<file path="src/hw/rtl/stok_pkg.sv">
// Package: shared types, codes and the keyword lookup of the source tokenizer.
`default_nettype none
package stok_pkg;

    localparam int KIND_W = 6;

    typedef enum logic [3:0] {
        M_IDLE    = 4'd0,
        M_SLASH   = 4'd1,
        M_COMMENT = 4'd2,
        M_IDENT   = 4'd3,
        M_NUMBER  = 4'd4,
        M_QUOTE1  = 4'd5,
        M_QUOTE2  = 4'd6,
        M_STR     = 4'd7,
        M_STR_ESC = 4'd8,
        M_TRIPLE  = 4'd9,
        M_EQ      = 4'd10,
        M_BANG    = 4'd11,
        M_LT      = 4'd12,
        M_GT      = 4'd13
    } t_mode;

    localparam logic [KIND_W-1:0] K_EOF     = 6'd0;
    localparam logic [KIND_W-1:0] K_IDENT   = 6'd1;
    localparam logic [KIND_W-1:0] K_NUMBER  = 6'd21;
    localparam logic [KIND_W-1:0] K_STRING  = 6'd22;
    localparam logic [KIND_W-1:0] K_EQ      = 6'd23;
    localparam logic [KIND_W-1:0] K_NEQ     = 6'd24;
    localparam logic [KIND_W-1:0] K_LTE     = 6'd25;
    localparam logic [KIND_W-1:0] K_GTE     = 6'd26;
    localparam logic [KIND_W-1:0] K_LT      = 6'd27;
    localparam logic [KIND_W-1:0] K_GT      = 6'd28;
    localparam logic [KIND_W-1:0] K_ASSIGN  = 6'd29;
    localparam logic [KIND_W-1:0] K_SLASH   = 6'd43;
    localparam logic [KIND_W-1:0] K_UNKNOWN = 6'd45;

    // Classified input word, front to back.
    typedef struct packed {
        logic [7:0] byte_val;
        logic       is_end;
        logic       is_space;
        logic       is_digit;
        logic       is_wstart;
        logic [KIND_W-1:0] single_kind;
        logic       is_single;
    } t_cls;

    // One pending token request, kind resolved later.
    typedef struct packed {
        logic              valid;
        logic              is_word;
        logic [KIND_W-1:0] kind;
        logic [1:0]        start_sel; // lexeme start, position, or fixed len
    } t_req;

    function automatic logic [KIND_W-1:0] single_lookup(input logic [7:0] b);
        case (b)
            8'h3A: single_lookup = 6'd30;
            8'h2C: single_lookup = 6'd31;
            8'h3B: single_lookup = 6'd32;
            8'h2E: single_lookup = 6'd33;
            8'h5B: single_lookup = 6'd34;
            8'h5D: single_lookup = 6'd35;
            8'h7B: single_lookup = 6'd36;
            8'h7D: single_lookup = 6'd37;
            8'h28: single_lookup = 6'd38;
            8'h29: single_lookup = 6'd39;
            8'h2B: single_lookup = 6'd40;
            8'h2D: single_lookup = 6'd41;
            8'h2A: single_lookup = 6'd42;
            8'h25: single_lookup = 6'd44;
            default: single_lookup = K_UNKNOWN;
        endcase
    endfunction

    function automatic logic [KIND_W-1:0] word_lookup(input logic [63:0] buf_v,
                                                      input logic [3:0] len);
        logic [KIND_W-1:0] k;
        k = K_IDENT;
        case (len)
            4'd2: if (buf_v[15:0] == "if") k = 6'd14;
                  else if (buf_v[15:0] == "or") k = 6'd11;
            4'd3: case (buf_v[23:0])
                      "int": k = 6'd5;
                      "any": k = 6'd9;
                      "and": k = 6'd10;
                      "not": k = 6'd12;
                      "var": k = 6'd13;
                      "for": k = 6'd16;
                      default: k = K_IDENT;
                  endcase
            4'd4: case (buf_v[31:0])
                      "case": k = 6'd2;
                      "true": k = 6'd3;
                      "null": k = 6'd4;
                      "bool": k = 6'd8;
                      "else": k = 6'd15;
                      default: k = K_IDENT;
                  endcase
            4'd5: case (buf_v[39:0])
                      "false": k = 6'd3;
                      "float": k = 6'd6;
                      "while": k = 6'd17;
                      "print": k = 6'd19;
                      default: k = K_IDENT;
                  endcase
            4'd6: case (buf_v[47:0])
                      "switch": k = 6'd2;
                      "string": k = 6'd7;
                      "return": k = 6'd20;
                      default: k = K_IDENT;
                  endcase
            4'd7: if (buf_v[55:0] == "default") k = 6'd2;
            4'd8: if (buf_v == "function") k = 6'd18;
            default: k = K_IDENT;
        endcase
        word_lookup = k;
    endfunction

endpackage
`default_nettype wire

</file>
<file path="src/hw/rtl/stok_if.sv">
// Interfaces: input byte channel and token channel.
`default_nettype none
interface stok_in_if;
    logic       valid;
    logic       ready;
    logic [7:0] source_byte;
    logic       end_of_source;
    modport source (output valid, source_byte, end_of_source, input ready);
    modport sink   (input valid, source_byte, end_of_source, output ready);
endinterface

interface stok_out_if;
    logic        valid;
    logic        ready;
    logic [5:0]  token_kind;
    logic [31:0] token_start;
    logic [31:0] token_length;
    logic        last_of_run;
    logic        offset_overflow;
    modport source (output valid, token_kind, token_start, token_length, last_of_run,
                    offset_overflow, input ready);
    modport sink   (input valid, token_kind, token_start, token_length, last_of_run,
                    offset_overflow, output ready);
endinterface
`default_nettype wire

</file>
<file path="src/hw/rtl/source_tokenizer.sv">
// Top level of the streaming source tokenizer.
// Usage:
//  - in_ch: one source byte word per handshake (valid/ready), with an end flag.
//    A zero byte or the end flag closes the source: any pending token, then EOF.
//  - out_ch: token words {kind, start, length, last_of_run, offset_overflow}.
//    last_of_run marks the final token caused by one input word.
//  - Throughput: one input word per cycle while the queue has room for two
//    words; each word yields zero to two tokens, registered into the queue.
//  - The front scanner writes into a four-word token queue; input is taken
//    whenever the queue has room for two words, so a stalled receiver only
//    stalls input once the queue fills. A ready out_ch drains one word a cycle.
//  - Reset (i_rst_n low, synchronous) returns the scanner to idle, position 0,
//    and empties the queue.
//  - Offsets count bytes from the source start and saturate at the top of the
//    OFFSET_BITS range, raising offset_overflow until the source ends.
`default_nettype none
module source_tokenizer #(
    parameter int OFFSET_BITS = 32
) (
    input wire logic i_clk,
    input wire logic i_rst_n,
    stok_in_if.sink    in_ch,
    stok_out_if.source out_ch
);
    import stok_pkg::*;

    logic        room, fr_ready;
    logic [1:0]  cnt;
    logic [70:0] tok0, tok1;
    logic [71:0] word;

    stok_front #(.OFFSET_BITS(OFFSET_BITS)) u_front (
        .i_clk, .i_rst_n,
        .i_valid (in_ch.valid),
        .i_byte  (in_ch.source_byte),
        .i_end   (in_ch.end_of_source),
        .i_ready (room),
        .o_ready (fr_ready),
        .o_cnt   (cnt),
        .o_tok0  (tok0),
        .o_tok1  (tok1)
    );

    stok_queue u_queue (
        .i_clk, .i_rst_n,
        .i_cnt   (cnt),
        .i_tok0  (tok0),
        .i_tok1  (tok1),
        .o_room  (room),
        .o_valid (out_ch.valid),
        .i_ready (out_ch.ready),
        .o_word  (word)
    );

    assign in_ch.ready            = fr_ready;
    assign out_ch.last_of_run     = word[71];
    assign out_ch.offset_overflow = word[70];
    assign out_ch.token_kind      = word[69:64];
    assign out_ch.token_start     = word[63:32];
    assign out_ch.token_length    = word[31:0];

    // An ending word always yields at least the EOF token.
    a_end_emits: assert property (@(posedge i_clk) disable iff (!i_rst_n)
        (in_ch.valid && in_ch.ready && in_ch.end_of_source) |-> (cnt != 2'd0))
        else $error("end of source produced no token");
    // Tokens are only produced when the queue has room for two words.
    a_no_ovr: assert property (@(posedge i_clk) disable iff (!i_rst_n)
        (cnt != 2'd0) |-> room)
        else $error("token queue overrun");
    // Token kinds never exceed unknown.
    a_kind: assert property (@(posedge i_clk) disable iff (!i_rst_n)
        out_ch.valid |-> (out_ch.token_kind <= K_UNKNOWN))
        else $error("bad token kind");
endmodule
`default_nettype wire

</file>
<file path="src/hw/rtl/stok_front.sv">
// Front: scanner state machine, emits up to two token words per byte.
`default_nettype none
module stok_front #(
    parameter int OFFSET_BITS = 32
) (
    input  wire logic        i_clk,
    input  wire logic        i_rst_n,
    input  wire logic        i_valid,
    input  wire logic [7:0]  i_byte,
    input  wire logic        i_end,
    input  wire logic        i_ready,   // queue has room for two words
    output logic             o_ready,
    output logic [1:0]       o_cnt,
    output logic [70:0]      o_tok0,    // {ovf, kind, start, len}
    output logic [70:0]      o_tok1
);
    import stok_pkg::*;

    localparam logic [OFFSET_BITS-1:0] POS_MAX = '1;
    localparam logic [OFFSET_BITS-1:0] LEN1    = OFFSET_BITS'(1);
    localparam logic [OFFSET_BITS-1:0] LEN2    = OFFSET_BITS'(2);

    t_mode                  r_mode, n_mode;
    logic [OFFSET_BITS-1:0] r_pos, n_pos, r_lex, n_lex;
    logic [63:0]            r_kbuf, n_kbuf;
    logic [3:0]             r_ilen, n_ilen;
    logic                   r_dot, n_dot;
    logic [1:0]             r_qrun, n_qrun;
    logic                   r_ovf, n_ovf;

    logic                   fire, isend, sp, dg, ws, wc;
    logic [7:0]             b;
    logic [OFFSET_BITS-1:0] pnext, pm2;
    logic [KIND_W-1:0]      wkind;
    logic [1:0]             cnt;
    logic [KIND_W-1:0]      k0, k1;
    logic [OFFSET_BITS-1:0] s0, s1, l0, l1;
    logic                   idle_go;

    assign o_ready = i_ready;
    assign fire    = i_valid && i_ready;
    assign b       = i_byte;
    assign isend   = i_end || (b == 8'd0);
    assign sp      = (b == 8'h20) || (b >= 8'd9 && b <= 8'd13);
    assign dg      = (b >= "0") && (b <= "9");
    assign ws      = (((b | 8'h20) >= "a") && ((b | 8'h20) <= "z")) || (b == "_");
    assign wc      = ws || dg;
    assign pnext   = (r_pos == POS_MAX) ? r_pos : r_pos + 1'b1;
    assign pm2     = (r_pos >= OFFSET_BITS'(2)) ? r_pos - OFFSET_BITS'(2) : '0;
    assign wkind   = (r_ilen > 4'd8) ? K_IDENT : word_lookup(r_kbuf, r_ilen);

    function automatic logic [OFFSET_BITS-1:0] span(input logic [OFFSET_BITS-1:0] f,
                                                    input logic [OFFSET_BITS-1:0] t);
        span = (t >= f) ? t - f : '0;
    endfunction

    always_comb begin
        n_mode = r_mode; n_pos = r_pos; n_lex = r_lex; n_kbuf = r_kbuf;
        n_ilen = r_ilen; n_dot = r_dot; n_qrun = r_qrun; n_ovf = r_ovf;
        cnt = 2'd0; k0 = K_EOF; k1 = K_EOF;
        s0 = r_pos; s1 = r_pos; l0 = '0; l1 = '0;
        idle_go = 1'b0;
        if (isend) begin
            cnt = 2'd1;
            k0 = K_EOF; s0 = r_pos; l0 = '0;
            case (r_mode)
                M_SLASH:  begin cnt = 2'd2; k0 = K_SLASH; s0 = r_lex; l0 = LEN1; end
                M_IDENT:  begin cnt = 2'd2; k0 = wkind; s0 = r_lex; l0 = span(r_lex, r_pos); end
                M_NUMBER: begin cnt = 2'd2; k0 = K_NUMBER; s0 = r_lex; l0 = span(r_lex, r_pos); end
                M_QUOTE2: begin cnt = 2'd2; k0 = K_STRING; s0 = r_lex; l0 = '0; end
                M_QUOTE1, M_STR, M_STR_ESC, M_TRIPLE: begin
                    cnt = 2'd2; k0 = K_STRING; s0 = r_lex; l0 = span(r_lex, r_pos);
                end
                M_EQ:   begin cnt = 2'd2; k0 = K_ASSIGN; s0 = r_lex; l0 = LEN1; end
                M_BANG: begin cnt = 2'd2; k0 = K_UNKNOWN; s0 = r_lex; l0 = LEN1; end
                M_LT:   begin cnt = 2'd2; k0 = K_LT; s0 = r_lex; l0 = LEN1; end
                M_GT:   begin cnt = 2'd2; k0 = K_GT; s0 = r_lex; l0 = LEN1; end
                default: ;
            endcase
            if (cnt == 2'd2) begin k1 = K_EOF; s1 = r_pos; l1 = '0; end
            n_mode = M_IDLE; n_pos = '0; n_lex = '0; n_kbuf = '0;
            n_ilen = '0; n_dot = 1'b0; n_qrun = '0; n_ovf = 1'b0;
        end else begin
            case (r_mode)
                M_SLASH: if (b == "/") n_mode = M_COMMENT;
                         else begin cnt = 2'd1; k0 = K_SLASH; s0 = r_lex; l0 = LEN1; idle_go = 1'b1; end
                M_COMMENT: if (b == 8'h0A) n_mode = M_IDLE;
                M_IDENT: if (wc) begin
                        if (r_ilen < 4'd8) n_kbuf = {r_kbuf[55:0], b};
                        if (r_ilen < 4'd9) n_ilen = r_ilen + 1'b1;
                    end else begin
                        cnt = 2'd1; k0 = wkind; s0 = r_lex; l0 = span(r_lex, r_pos);
                        idle_go = 1'b1;
                    end
                M_NUMBER: if (dg) ;
                    else if (b == "." && !r_dot) n_dot = 1'b1;
                    else begin
                        cnt = 2'd1; k0 = K_NUMBER; s0 = r_lex; l0 = span(r_lex, r_pos);
                        idle_go = 1'b1;
                    end
                M_QUOTE1: n_mode = (b == 8'h22) ? M_QUOTE2 : ((b == 8'h5C) ? M_STR_ESC : M_STR);
                M_QUOTE2: if (b == 8'h22) begin
                        n_mode = M_TRIPLE; n_lex = pnext; n_qrun = '0;
                    end else begin
                        cnt = 2'd1; k0 = K_STRING; s0 = r_lex; l0 = '0; idle_go = 1'b1;
                    end
                M_STR: if (b == 8'h22) begin
                        cnt = 2'd1; k0 = K_STRING; s0 = r_lex; l0 = span(r_lex, r_pos);
                        n_mode = M_IDLE;
                    end else if (b == 8'h5C) n_mode = M_STR_ESC;
                M_STR_ESC: n_mode = M_STR;
                M_TRIPLE: if (b == 8'h22) begin
                        n_qrun = r_qrun + 1'b1;
                        if (r_qrun == 2'd2) begin
                            cnt = 2'd1; k0 = K_STRING; s0 = r_lex; l0 = span(r_lex, pm2);
                            n_qrun = '0; n_mode = M_IDLE;
                        end
                    end else n_qrun = '0;
                M_EQ, M_BANG, M_LT, M_GT: begin
                    cnt = 2'd1; s0 = r_lex;
                    if (b == "=") begin
                        l0 = LEN2; n_mode = M_IDLE;
                        case (r_mode)
                            M_EQ: k0 = K_EQ;
                            M_BANG: k0 = K_NEQ;
                            M_LT: k0 = K_LTE;
                            default: k0 = K_GTE;
                        endcase
                    end else begin
                        l0 = LEN1; idle_go = 1'b1;
                        case (r_mode)
                            M_EQ: k0 = K_ASSIGN;
                            M_BANG: k0 = K_UNKNOWN;
                            M_LT: k0 = K_LT;
                            default: k0 = K_GT;
                        endcase
                    end
                end
                default: idle_go = 1'b1;
            endcase
            if (idle_go) begin
                n_mode = M_IDLE; n_lex = r_pos;
                if (sp) ;
                else if (ws) begin n_mode = M_IDENT; n_kbuf = {56'd0, b}; n_ilen = 4'd1; end
                else if (dg) begin n_mode = M_NUMBER; n_dot = 1'b0; end
                else begin
                    case (b)
                        "/": n_mode = M_SLASH;
                        8'h22: begin n_mode = M_QUOTE1; n_lex = pnext; end
                        "=": n_mode = M_EQ;
                        "!": n_mode = M_BANG;
                        "<": n_mode = M_LT;
                        ">": n_mode = M_GT;
                        default: begin
                            if (cnt == 2'd0) begin
                                k0 = single_lookup(b); s0 = r_pos; l0 = LEN1;
                            end else begin
                                k1 = single_lookup(b); s1 = r_pos; l1 = LEN1;
                            end
                            cnt = cnt + 1'b1;
                        end
                    endcase
                end
            end
            if (r_pos == POS_MAX) n_ovf = 1'b1;
            n_pos = pnext;
        end
    end

    always_ff @(posedge i_clk) begin
        if (!i_rst_n) begin
            r_mode <= M_IDLE; r_pos <= '0; r_lex <= '0; r_kbuf <= '0;
            r_ilen <= '0; r_dot <= 1'b0; r_qrun <= '0; r_ovf <= 1'b0;
        end else if (fire) begin
            r_mode <= n_mode; r_pos <= n_pos; r_lex <= n_lex; r_kbuf <= n_kbuf;
            r_ilen <= n_ilen; r_dot <= n_dot; r_qrun <= n_qrun; r_ovf <= n_ovf;
        end
    end

    assign o_cnt  = fire ? cnt : 2'd0;
    assign o_tok0 = {r_ovf, k0, 32'(s0), 32'(l0)};
    assign o_tok1 = {r_ovf, k1, 32'(s1), 32'(l1)};
endmodule
`default_nettype wire

</file>
<file path="src/hw/rtl/stok_queue.sv">
// Token queue: takes up to two words per cycle, delivers one when i_ready is high.
`default_nettype none
module stok_queue (
    input  wire logic        i_clk,
    input  wire logic        i_rst_n,
    input  wire logic [1:0]  i_cnt,
    input  wire logic [70:0] i_tok0,
    input  wire logic [70:0] i_tok1,
    output logic             o_room,
    output logic             o_valid,
    input  wire logic        i_ready,
    output logic [71:0]      o_word   // {last, ovf, kind, start, len}
);
    localparam int DEPTH = 4;
    logic [71:0] r_mem [DEPTH];
    logic [1:0]  r_wp, r_rp;
    logic [2:0]  r_cnt, n_cnt;
    logic        pop;

    assign pop     = o_valid && i_ready;
    assign o_valid = (r_cnt != 3'd0);
    assign o_word  = r_mem[r_rp];
    assign o_room  = (r_cnt <= 3'd2);
    assign n_cnt   = r_cnt + {1'b0, i_cnt} - {2'b0, pop};

    always_ff @(posedge i_clk) begin
        if (i_cnt != 2'd0) begin
            r_mem[r_wp] <= {(i_cnt == 2'd1), i_tok0};
            if (i_cnt == 2'd2) r_mem[r_wp + 2'd1] <= {1'b1, i_tok1};
        end
    end

    always_ff @(posedge i_clk) begin
        if (!i_rst_n) begin
            r_wp <= '0; r_rp <= '0; r_cnt <= '0;
        end else begin
            r_wp  <= r_wp + i_cnt;
            r_rp  <= r_rp + {1'b0, pop};
            r_cnt <= n_cnt;
        end
    end
endmodule
`default_nettype wire
</file>
<file path="src/flat_wrapper.sv">
// flat-port wrapper written by rule: the top's interface ports become plain ports
module source_tokenizer_flat import stok_pkg::*;
#(
    parameter int OFFSET_BITS = 32
)
  (i_clk, i_rst_n, in_ch_valid, in_ch_source_byte, in_ch_end_of_source, in_ch_ready, out_ch_valid, out_ch_token_kind, out_ch_token_start, out_ch_token_length, out_ch_last_of_run, out_ch_offset_overflow, out_ch_ready);
  stok_in_if in_ch_i ();
  stok_out_if out_ch_i ();
  input wire logic i_clk;
  input wire logic i_rst_n;
  input wire logic [$bits(in_ch_i.valid)-1:0] in_ch_valid;
  input wire logic [$bits(in_ch_i.source_byte)-1:0] in_ch_source_byte;
  input wire logic [$bits(in_ch_i.end_of_source)-1:0] in_ch_end_of_source;
  output wire logic [$bits(in_ch_i.ready)-1:0] in_ch_ready;
  output wire logic [$bits(out_ch_i.valid)-1:0] out_ch_valid;
  output wire logic [$bits(out_ch_i.token_kind)-1:0] out_ch_token_kind;
  output wire logic [$bits(out_ch_i.token_start)-1:0] out_ch_token_start;
  output wire logic [$bits(out_ch_i.token_length)-1:0] out_ch_token_length;
  output wire logic [$bits(out_ch_i.last_of_run)-1:0] out_ch_last_of_run;
  output wire logic [$bits(out_ch_i.offset_overflow)-1:0] out_ch_offset_overflow;
  input wire logic [$bits(out_ch_i.ready)-1:0] out_ch_ready;
  assign in_ch_i.valid = in_ch_valid;
  assign in_ch_i.source_byte = in_ch_source_byte;
  assign in_ch_i.end_of_source = in_ch_end_of_source;
  assign in_ch_ready = in_ch_i.ready;
  assign out_ch_valid = out_ch_i.valid;
  assign out_ch_token_kind = out_ch_i.token_kind;
  assign out_ch_token_start = out_ch_i.token_start;
  assign out_ch_token_length = out_ch_i.token_length;
  assign out_ch_last_of_run = out_ch_i.last_of_run;
  assign out_ch_offset_overflow = out_ch_i.offset_overflow;
  assign out_ch_i.ready = out_ch_ready;
  source_tokenizer #(.OFFSET_BITS(OFFSET_BITS)) u_core (.i_clk(i_clk), .i_rst_n(i_rst_n), .in_ch(in_ch_i), .out_ch(out_ch_i));
endmodule
</file>
<file path="config.mk">
export PLATFORM = sky130hd
export DESIGN_NAME = source_tokenizer_flat
export DESIGN_NICKNAME = d
export VERILOG_FILES = /design/src/hw/rtl/stok_pkg.sv /design/src/hw/rtl/stok_if.sv /design/src/hw/rtl/source_tokenizer.sv /design/src/hw/rtl/stok_front.sv /design/src/hw/rtl/stok_queue.sv /design/src/flat_wrapper.sv
export SDC_FILE = /design/constraint.sdc
export NUM_CORES = 1
export LEC_CHECK = 0
export ABC_AREA = 0
export BUFFER_PORTS_ARGS = -buffer_cell sky130_fd_sc_hd__buf_2
export CAP_MARGIN = 20
export CORE_MARGIN = 10
export CORE_UTILIZATION = 29
export DETAILED_ROUTE_END_ITERATION = 7
export SYNTH_ARGS = -nofsm -noshare
export SYNTH_HDL_FRONTEND = slang
export SYNTH_SLANG_ARGS = --single-unit
</file>
<file path="constraint.sdc">
create_clock -name i_clk -period 16.8 [get_ports i_clk]
set_input_delay 0 -clock i_clk [delete_from_list [all_inputs] [get_ports i_clk]]
set_output_delay 0 -clock i_clk [all_outputs]
set_load 0.05 [all_outputs]
</file>
=== After elaboration in Yosys (flattened, before gate mapping) ===
Memories as Yosys holds them, arrays and structs flattened. A register that Yosys moved wholly into a read port is not among the register bits.
Cells that the tools add are included.

* Add/sub/neg operators: 12
* Magnitude comparators: 13
* Eq/ne operators: 78
* Multiplexer cells: 170
* Reductions and logical operators: 31

{| class="wikitable"
|+ Operators by type and width
! cell !! number
|-
| $mux 32 || 42
|-
| $mux 64 || 7
|-
| $pmux 32 s7 || 1
|-
| $pmux 32 s6 || 1
|-
| $eq 32x31->1 const B || 5
|-
| $eq 40x39->1 const B || 4
|-
| $eq 24x23->1 const B || 6
|-
| $eq 48x47->1 const B || 3
|-
| $eq 8x6->1 const B || 17
|-
| $mux 6 || 18
|-
| $mux 4 || 24
|-
| $pmux 6 s14 || 1
|-
| $pmux 6 s7 || 2
|-
| $eq 64x63->1 const B || 1
|-
| $ge 32x32->1 || 2
|-
| $pmux 32 s2 || 1
|-
| $sub 32x32->32 || 2
|-
| $eq 56x55->1 const B || 1
|-
| $eq 8x7->1 const B || 6
|-
| $pmux 6 s8 || 1
|-
| $mux 1 || 38
|-
| $mux 5 || 7
|-
| $add 32x1->32 const B || 1
|-
| $eq 16x15->1 const B || 2
|-
| other kinds (55) || 111
|}

* Register bits: 147
* Memory bits (writable): 288
* Input bits: 13
* Output and inout bits: 74
* Logic and storage cells: 316
* Memories: 1

{| class="wikitable"
|+ Memories
! name !! depth !! bits a word !! read ports !! clocked after Yosys merged registers in !! wr ports !! RTL line !! source
|-
| u_core.u_queue.r_mem || 4 || 72 || 1 || 1 || 2 || stok_queue.sv:15 || <nowiki>logic [71:0] r_mem [DEPTH];</nowiki>
|}

=== Depth between registers and ports, before layout ===
Gate-level depths: netlist of run 1.

* Depth in word-level cells: 19
* Gate-level depth with buffers: 23

=== Cells and area by module ===
A second synthesis of run 1 with hierarchy kept.

* Cells, all modules: 2895
* Area, all modules: 28638.7 sq um

{| class="wikitable"
|+ By module, submodules not included
! module !! instances !! cells an instance !! area each (sq um)
|-
| stok_front || 1 || 2107 || 14933.1
|-
| stok_queue || 1 || 788 || 13705.6
|}

=== Worst setup path before layout of run 1 ===
No wires, ideal clock.

* Path kind: register to register
* Start point: register u_core.u_front.r_pos[9]
* End point: memory u_core.u_queue.r_mem[0][30]
* Library setup time: 61 ps
* Arrival: 5742 ps
* Data required time: 16739 ps
* Setup slack: 10996 ps
* Stages on the path, launching flop included: 23
* Clock period less this slack: 5804 ps
* Path through: dfxtp_1 buf_6 or4_4 nor4_2 nand2b_1 or3_4 or3_4 or4_1 nor2b_1 buf_2 nand2b_1 ha_1 inv_1 fa_1 a211oi_1 o21ai_0 a211oi_1 o21ai_0 o31ai_1 o31a_1 nor3_1 o41ai_1 a22o_1

{| class="wikitable"
|+ RTL lines
! what !! RTL line !! source
|-
| start, declared || stok_front.sv:24 || <nowiki>logic [OFFSET_BITS-1:0] r_pos, n_pos, r_lex, n_lex;</nowiki>
|-
| start signal, assigned || stok_front.sv:175 || <nowiki>r_mode <= n_mode; r_pos <= n_pos; r_lex <= n_lex; r_kbuf <= n_kbuf;</nowiki>
|-
| end, declared || stok_queue.sv:15 ||
|}

==> results of run 1 <==
==> registers in the layout, indices dropped and copies added (netlist names) <==
name / count
u_core.u_front.r_dot: 1
u_core.u_front.r_lex: 32
u_core.u_front.r_mode: 4
u_core.u_front.r_kbuf: 64
u_core.u_queue.r_cnt: 3
u_core.u_queue.r_rp: 2
u_core.u_queue.r_mem: 288
u_core.u_queue.r_wp: 2
u_core.u_front.r_ilen: 4
u_core.u_front.r_qrun: 2
u_core.u_front.r_pos: 32
u_core.u_front.r_ovf: 1
==> placed cells by master, fill, tap and decap left out, drive strengths merged, types with 74 or more instances in the layout <==
master	synthesis	final
nand3	84	84
xnor2	87	87
nand2	162	162
a21oi	141	141
edfxtp	160	160
ha	79	79
nor3	74	74
a22o	194	194
dfxtp	275	275
nor2	199	199
a22oi	129	129
o21ai	203	203
buf	66	131
nor2b	125	125
inv	76	78
==> layer usage <==
| metal | part of all wire | vias to the layer above | track usage |
|---|---|---|---|
| met5 | 0.00019 | - | 0 |
| met4 | 0.034 | 2 | 0.0609 |
| met3 | 0.057 | 174 | 0.0242 |
| met2 | 0.48 | 818 | 0.270 |
| met1 | 0.43 | 11600 | 0.207 |
| li1 | - | 11100 | - |
==> per-stage QoR <==
| stage | hold slack, ps | std cells |
|---|---|---|
| after floorplan | 319 | 2956 |
| after global placement | 441 | 4094 |
| after detailed placement | 443 | 4094 |
| after CTS | 39.2 | 4193 |
| after global routing | 90.5 | 4196 |
| final | 59.5 | 4196 |
==> final timing paths <==
path / end / slack (ps) / start
worst min-delay path: u_core.u_front.r_dot / 60 / in_ch_valid
worst min register to register: u_core.u_queue.r_mem[1][12] / 460 / u_core.u_queue.r_mem[1][12]
worst max-delay path: u_core.u_queue.r_mem[1][30] / 9540 / u_core.u_front.r_pos[8]
worst max register to register: u_core.u_queue.r_mem[1][30] / 9540 / u_core.u_front.r_pos[8]
==> timing repair <==
| item | in CTS | in global routing |
|---|---|---|
| endpoints found under the hold margin | 10 | 0 |
| endpoints found under the setup margin | 0 | 0 |
| gates resized for setup | 0 | 0 |
| hold buffers | 9 | 0 |
==> critical path, stage by stage, from the launching register on <==
cell and delay (ps):
dfxtp_1 550, or4_4 670, nor4_2 230, nand2b_1 150
or3_4 380, or3_4 410, or4_1 560, nor2b_2 130
buf_4 300, nor2_1 90, ha_1 400, o21ai_0 140
o21ai_0 330, o2111ai_1 200, or2_2 340, nand2_1 90
a31oi_1 120, nor3_2 860, inv_1 180, o41ai_1 810
a22o_1 220
==> kinds of logic (layout without fill, tap and decap cells) <==
kind of cell             count (synthesis)  count (layout)  synth area share
flip-flops                             435             435             0.379
buffers and inverters                  320             306            0.0466
adder cells (fa/ha/maj)                 83              83            0.0389
multiplexers                            78              78            0.0617
AO/OA/AOI/OAI                          997             997             0.254
AND/OR/NAND/NOR                        914             914             0.178
XOR/XNOR                               129             129            0.0415
==> final cells by class <==
class                      instances  area [sq um]  area share
clock buffer                      66          1340      0.0440
clock inverter                    24           299     0.00981
inverter                          76           285     0.00936
multi-input combinational       2201         15800       0.517
sequential                       435         10300       0.338
tap                             1254          1570      0.0515
timing repair buffer             140           906      0.0297
==> power by group <==
| part | total [W] | switching, W | internal [W] |
|---|---|---|---|
| Combinational | 0.00119 | 0.000786 | 0.000403 |
| Sequential | 0.00123 | 0.0000624 | 0.00116 |
| Clock | 0.00111 | 0.000465 | 0.000643 |
==> results.txt, run 1 <==
# DRC - 0
status - finished clean
Cells after Synth - 2956
first-pass GRT wire length - 139000 um
peak fanout along the critical path - 30
Root Buffer - clkbuf_16
Post-synth top flop - dfxtp_1
routed len/inst - 21.5 um
number of flops mapped to enable cells by yosys - 160
die area - 0.107 sq mm
cts bufs inserted - 49
total routed wirelength - 90100 um
worst rel slew slack - 0.255
Crit Path Category - reg -> reg
pre-CTS setup slack - 9700 ps
Synth area leader - dfxtp_1
routability-driven placement congestion ratio - 0.943
CP endpoint kind - flip-flop
GRT Overall Usage - 0.161
syn_area_per_cell - 9.21 sq um
Synth area leaders - dfxtp_1 20%, edfxtp_1 18%, a22o_1 6.2%
Tcrit/Tclk final - 0.432
Site Rows - 112
HP Class - in -> reg
I/O pins - 87
Initial Utilization - 0.292
Hold Path Depth - 4
Fmax - 138 MHz
Max Cap Viol - 0
Synth cell types - 93
CTS tree - built
Final Total Pwr - 0.00352 W
final instance area - 0.0305 sq mm
Die Span Y - 326 um
Yosys warnings - 0
Clock Path Buffers - 3
final setup TNS - 0 ps
Clock transition at path regs - 70 ps
worst slew pin tran - 1120 ps
Layout area overhead - 11.9%
placed inst area - 0.0287 sq mm
pwr/cell area - 116 mW/mm^2
clk_lat worst skew - 630 ps
Leak - 10.5 nW
Mapped Area - 0.0272 sq mm
Critical Path AT - 7810 ps
Post-Syn Nets - 3051
final worst slack - 9540 ps
htree depth - 2
total gr overflow - 0
final slew viol count - 0
IO Port Bufs - 86
# Post-CTS Setup Buffers - 0
CTS sink count - 435
unrepaired setup endpoints after global routing - false
worst path required time - 17360 ps
Hold Violations, Final - 0
share of cells above drive strength 1 - 0.114
Setup Skew - 39.5 ps
Yosys reg bits - 435
total core area - 0.0932 sq mm
vias in the first global route - 22800
fin nets - 2998
number of vias per cell - 5.65
Finished Core Util - 0.327
largest net degree at the start of global routing - 81
FFs w/ async S/R, synth - 0
Post-synth top cells - 275 x dfxtp_1, 196 x o21ai_0, 194 x a22o_1, 191 x nor2_1, 178 x clkbuf_1
R2R depth - 20
top-count cell post-synth - dfxtp_1
initial antenna violation count - 2
ANT cells - 0
Final Setup Violations - 0
fillcell total - 9577
sequential share of the synthesized area - 0.379
half-perimeter wire length after detailed placement - 60600 um
Yosys top cell area share - 0.202
post-route ant nets - 0
crit path time final - 7260 ps
first-pass detailed-route iteration total - 5
starting DRC count in detailed routing - 2092
die width - 326 um
CP Launch Type - flip-flop
via count - 23700
Peak VDD IR - 70.9 uV
Note: power is estimated with default switching activity, not from simulation.
==> inputs of run 2 (changes only) <==
Clock period 16.8 ns to 5.85 ns, I/O delays scaled along.
==> results.txt, run 2 (same netlist as run 1, synthesis figures left out) <==
status - finished clean (unchanged)
Hold Startpoint - in_ch_valid (unchanged)
fin nets - 3106 (was 2998)
crit path from - u_core.u_front.r_pos[11] (was u_core.u_front.r_pos[8])
worst path required time - 6410 ps (was 17360 ps)
routed len/inst - 21.2 um (was 21.5 um)
Fmax - 174 MHz (was 138 MHz)
half-perimeter wire length after detailed placement - 62900 um (was 60600 um)
Crit Path Category - reg -> reg (unchanged)
Top Registers - u_core.u_queue.r_mem (288), u_core.u_front.r_kbuf (64) (unchanged)
initial antenna violation count - 1 (was 2)
htree depth - 2 (unchanged)
capturing point of the worst reg2reg path - u_core.u_queue.r_mem[1][30] (unchanged)
number of vias per cell - 5.59 (was 5.65)
vias in the first global route - 23500 (was 22800)
most frequent cells in the layout - 272 x dfxtp_1, 194 x a22o_1, 186 x nor2_1, 183 x o21ai_0, 162 x nand2_1 (was 273 x dfxtp_1, 196 x o21ai_0, 194 x a22o_1, 188 x nor2_1, 162 x nand2_1)
worst slew pin tran - 1110 ps (was 1120 ps)
I/O pins - 87 (unchanged)
Layout area overhead - 16.3% (was 11.9%)
CP Launch Type - flip-flop (unchanged)
total gr overflow - 0 (unchanged)
first-pass detailed-route iteration total - 6 (was 5)
die area - 0.107 sq mm (unchanged)
worst rel slew slack - 0.259 (was 0.255)
Hold Path Depth - 5 (was 4)
Biggest register - u_core.u_queue.r_mem (unchanged)
Hold Violations, Final - 0 (unchanged)
first-pass GRT wire length - 141000 um (was 139000 um)
multi-input logic area - 0.0161 sq mm (was 0.0158 sq mm)
Clock transition at path regs - 70 ps (about the same)
Critical Path AT - 6310 ps (was 7810 ps)
FF-to-FF setup slack - 100 ps (was 9540 ps)
Final Setup Violations - 0 (unchanged)
commonest non-fill, non-tap cell in the layout - dfxtp_1 (unchanged)
CP endpoint kind - flip-flop (unchanged)
total routed wirelength - 91400 um (was 90100 um)
r2r startpoint - u_core.u_front.r_pos[11] (was u_core.u_front.r_pos[8])
starting DRC count in detailed routing - 2094 (was 2092)
pre-CTS setup slack - -289 ps (was 9700 ps)
final worst slack - 105 ps (was 9540 ps)
share of cells above drive strength 1 - 0.161 (was 0.114)
placed inst area - 0.0295 sq mm (was 0.0287 sq mm)
Site Rows - 112 (unchanged)
Die Span Y - 326 um (unchanged)
Tcrit/Tclk final - 0.982 (was 0.432)
Finished Core Util - 0.340 (was 0.327)
Root Buffer - clkbuf_16 (unchanged)
peak fanout along the critical path - 8 (was 30)
Reg area - 0.0103 sq mm (about the same)
final instance area - 0.0317 sq mm (was 0.0305 sq mm)
IO Port Bufs - 86 (unchanged)
cts bufs inserted - 48 (was 49)
Setup Skew - 40.9 ps (was 39.5 ps)
CTS sink count - 435 (unchanged)
Leak - 11.1 nW (was 10.5 nW)
max FFs per register - 288 (unchanged)
total core area - 0.0932 sq mm (unchanged)
fillcell total - 9534 (was 9577)
HP Class - in -> reg (unchanged)
R2R depth - 23 (was 20)
clk_lat worst skew - 630 ps (about the same)
Clock Path Buffers - 3 (unchanged)
final slew viol count - 0 (unchanged)
CTS tree - built (unchanged)
Endpoint, Worst Hold - u_core.u_front.r_ovf (was u_core.u_front.r_dot)
GRT Overall Usage - 0.163 (was 0.161)
pwr/cell area - 332 mW/mm^2 (was 116 mW/mm^2)
post-route ant nets - 0 (unchanged)
unrepaired setup endpoints after global routing - true (was false)
Initial Utilization - 0.292 (unchanged)
die width - 326 um (unchanged)
crit path time final - 5750 ps (was 7260 ps)
# DRC - 0 (unchanged)
Max Cap Viol - 0 (unchanged)
Peak VDD IR - 223 uV (was 70.9 uV)
largest net degree at the start of global routing - 84 (was 81)
via count - 24100 (was 23700)
routability-driven placement congestion ratio - 0.911 (was 0.943)
[run 2: cell count changes in the layout (fill, tap and decap cells not counted), sizes merged]
cell      delta
buf        +108
bufinv       +1
clkbuf       -4
clkinv       -2
diode        +1
clkinvlp     +5
inv          +1
[run 2: layer usage]
metal  share of wire  GRT usage  wire (um)  vias up
li1                -          -          -    11300
met1            0.43      0.210      38900    11800
met2            0.49      0.283      45100      795
met3           0.053     0.0198       4840      158
met4           0.028     0.0470       2540        0
met5               0          0          0        -
[run 2: worst max-delay path by stage]
stage | slack [ps] | end
after floorplan | 50 | u_core.u_queue.r_mem[0][30]
after global placement | -150 | u_core.u_queue.r_mem[1][30]
after detailed placement | -290 | u_core.u_queue.r_mem[1][30]
after CTS | 20 | u_core.u_queue.r_mem[1][29]
after global routing | -150 | u_core.u_queue.r_mem[2][30]
final | 100 | u_core.u_queue.r_mem[1][30]
[run 2: worst max-delay path, cell delays in order, from the launching register on]
cell      delay, ps
dfxtp_2         320
or4_4           550
nor4_4          240
nand2b_1        110
or3_4           400
or3_4           400
or4_4           450
nor2b_4         190
buf_12          140
nand2b_4        130
ha_4            130
inv_2            40
fa_2            340
a211oi_2        290
o21ai_2         120
a211oi_2        330
o21ai_2          90
o31ai_1         260
buf_4           180
o31a_1          210
buf_6           140
nor3_2           50
o41ai_4         380
a22o_1          180
[run 2: what timing repair did]
item	in CTS	in global routing
setup buffers	2	7
pin swaps	1	20
endpoints found under the hold margin	35	0
gates resized for setup	6	61
setup endpoints to repair	34	128
cloned	0	1
hold buffers	9	0
[run 2: layout make-up]
cell class / count / area share
tap: 1254 / 0.0495
sequential: 435 / 0.326
multi-input combinational: 2201 / 0.507
clock buffer: 61 / 0.0415
clock inverter: 29 / 0.0115
inverter: 76 / 0.00901
antenna: 1 / 0.0000790
timing repair buffer: 249 / 0.0557
[run 2: stage by stage]
stage	power [W]	setup TNS [ps]	cells	hold slack (ps)
3_5_place_dp	0.00712	-1910	4197	444
3_3_place_gp	0.00712	-701	4197	440
4_1_cts	0.0104	0	4298	20.2
5_1_grt	0.0110	-943	4305	113
6_report	0.0105	0	4306	61.0
2_1_floorplan	0.00604	0	2956	319
[run 2: where the power goes]
group,total [W],switching [W],internal (W)
combinational,0.00378,0.00242,0.00135
clock,0.00325,0.00137,0.00188
sequential,0.00348,0.000135,0.00334
total,0.0105,0.00393,0.00658
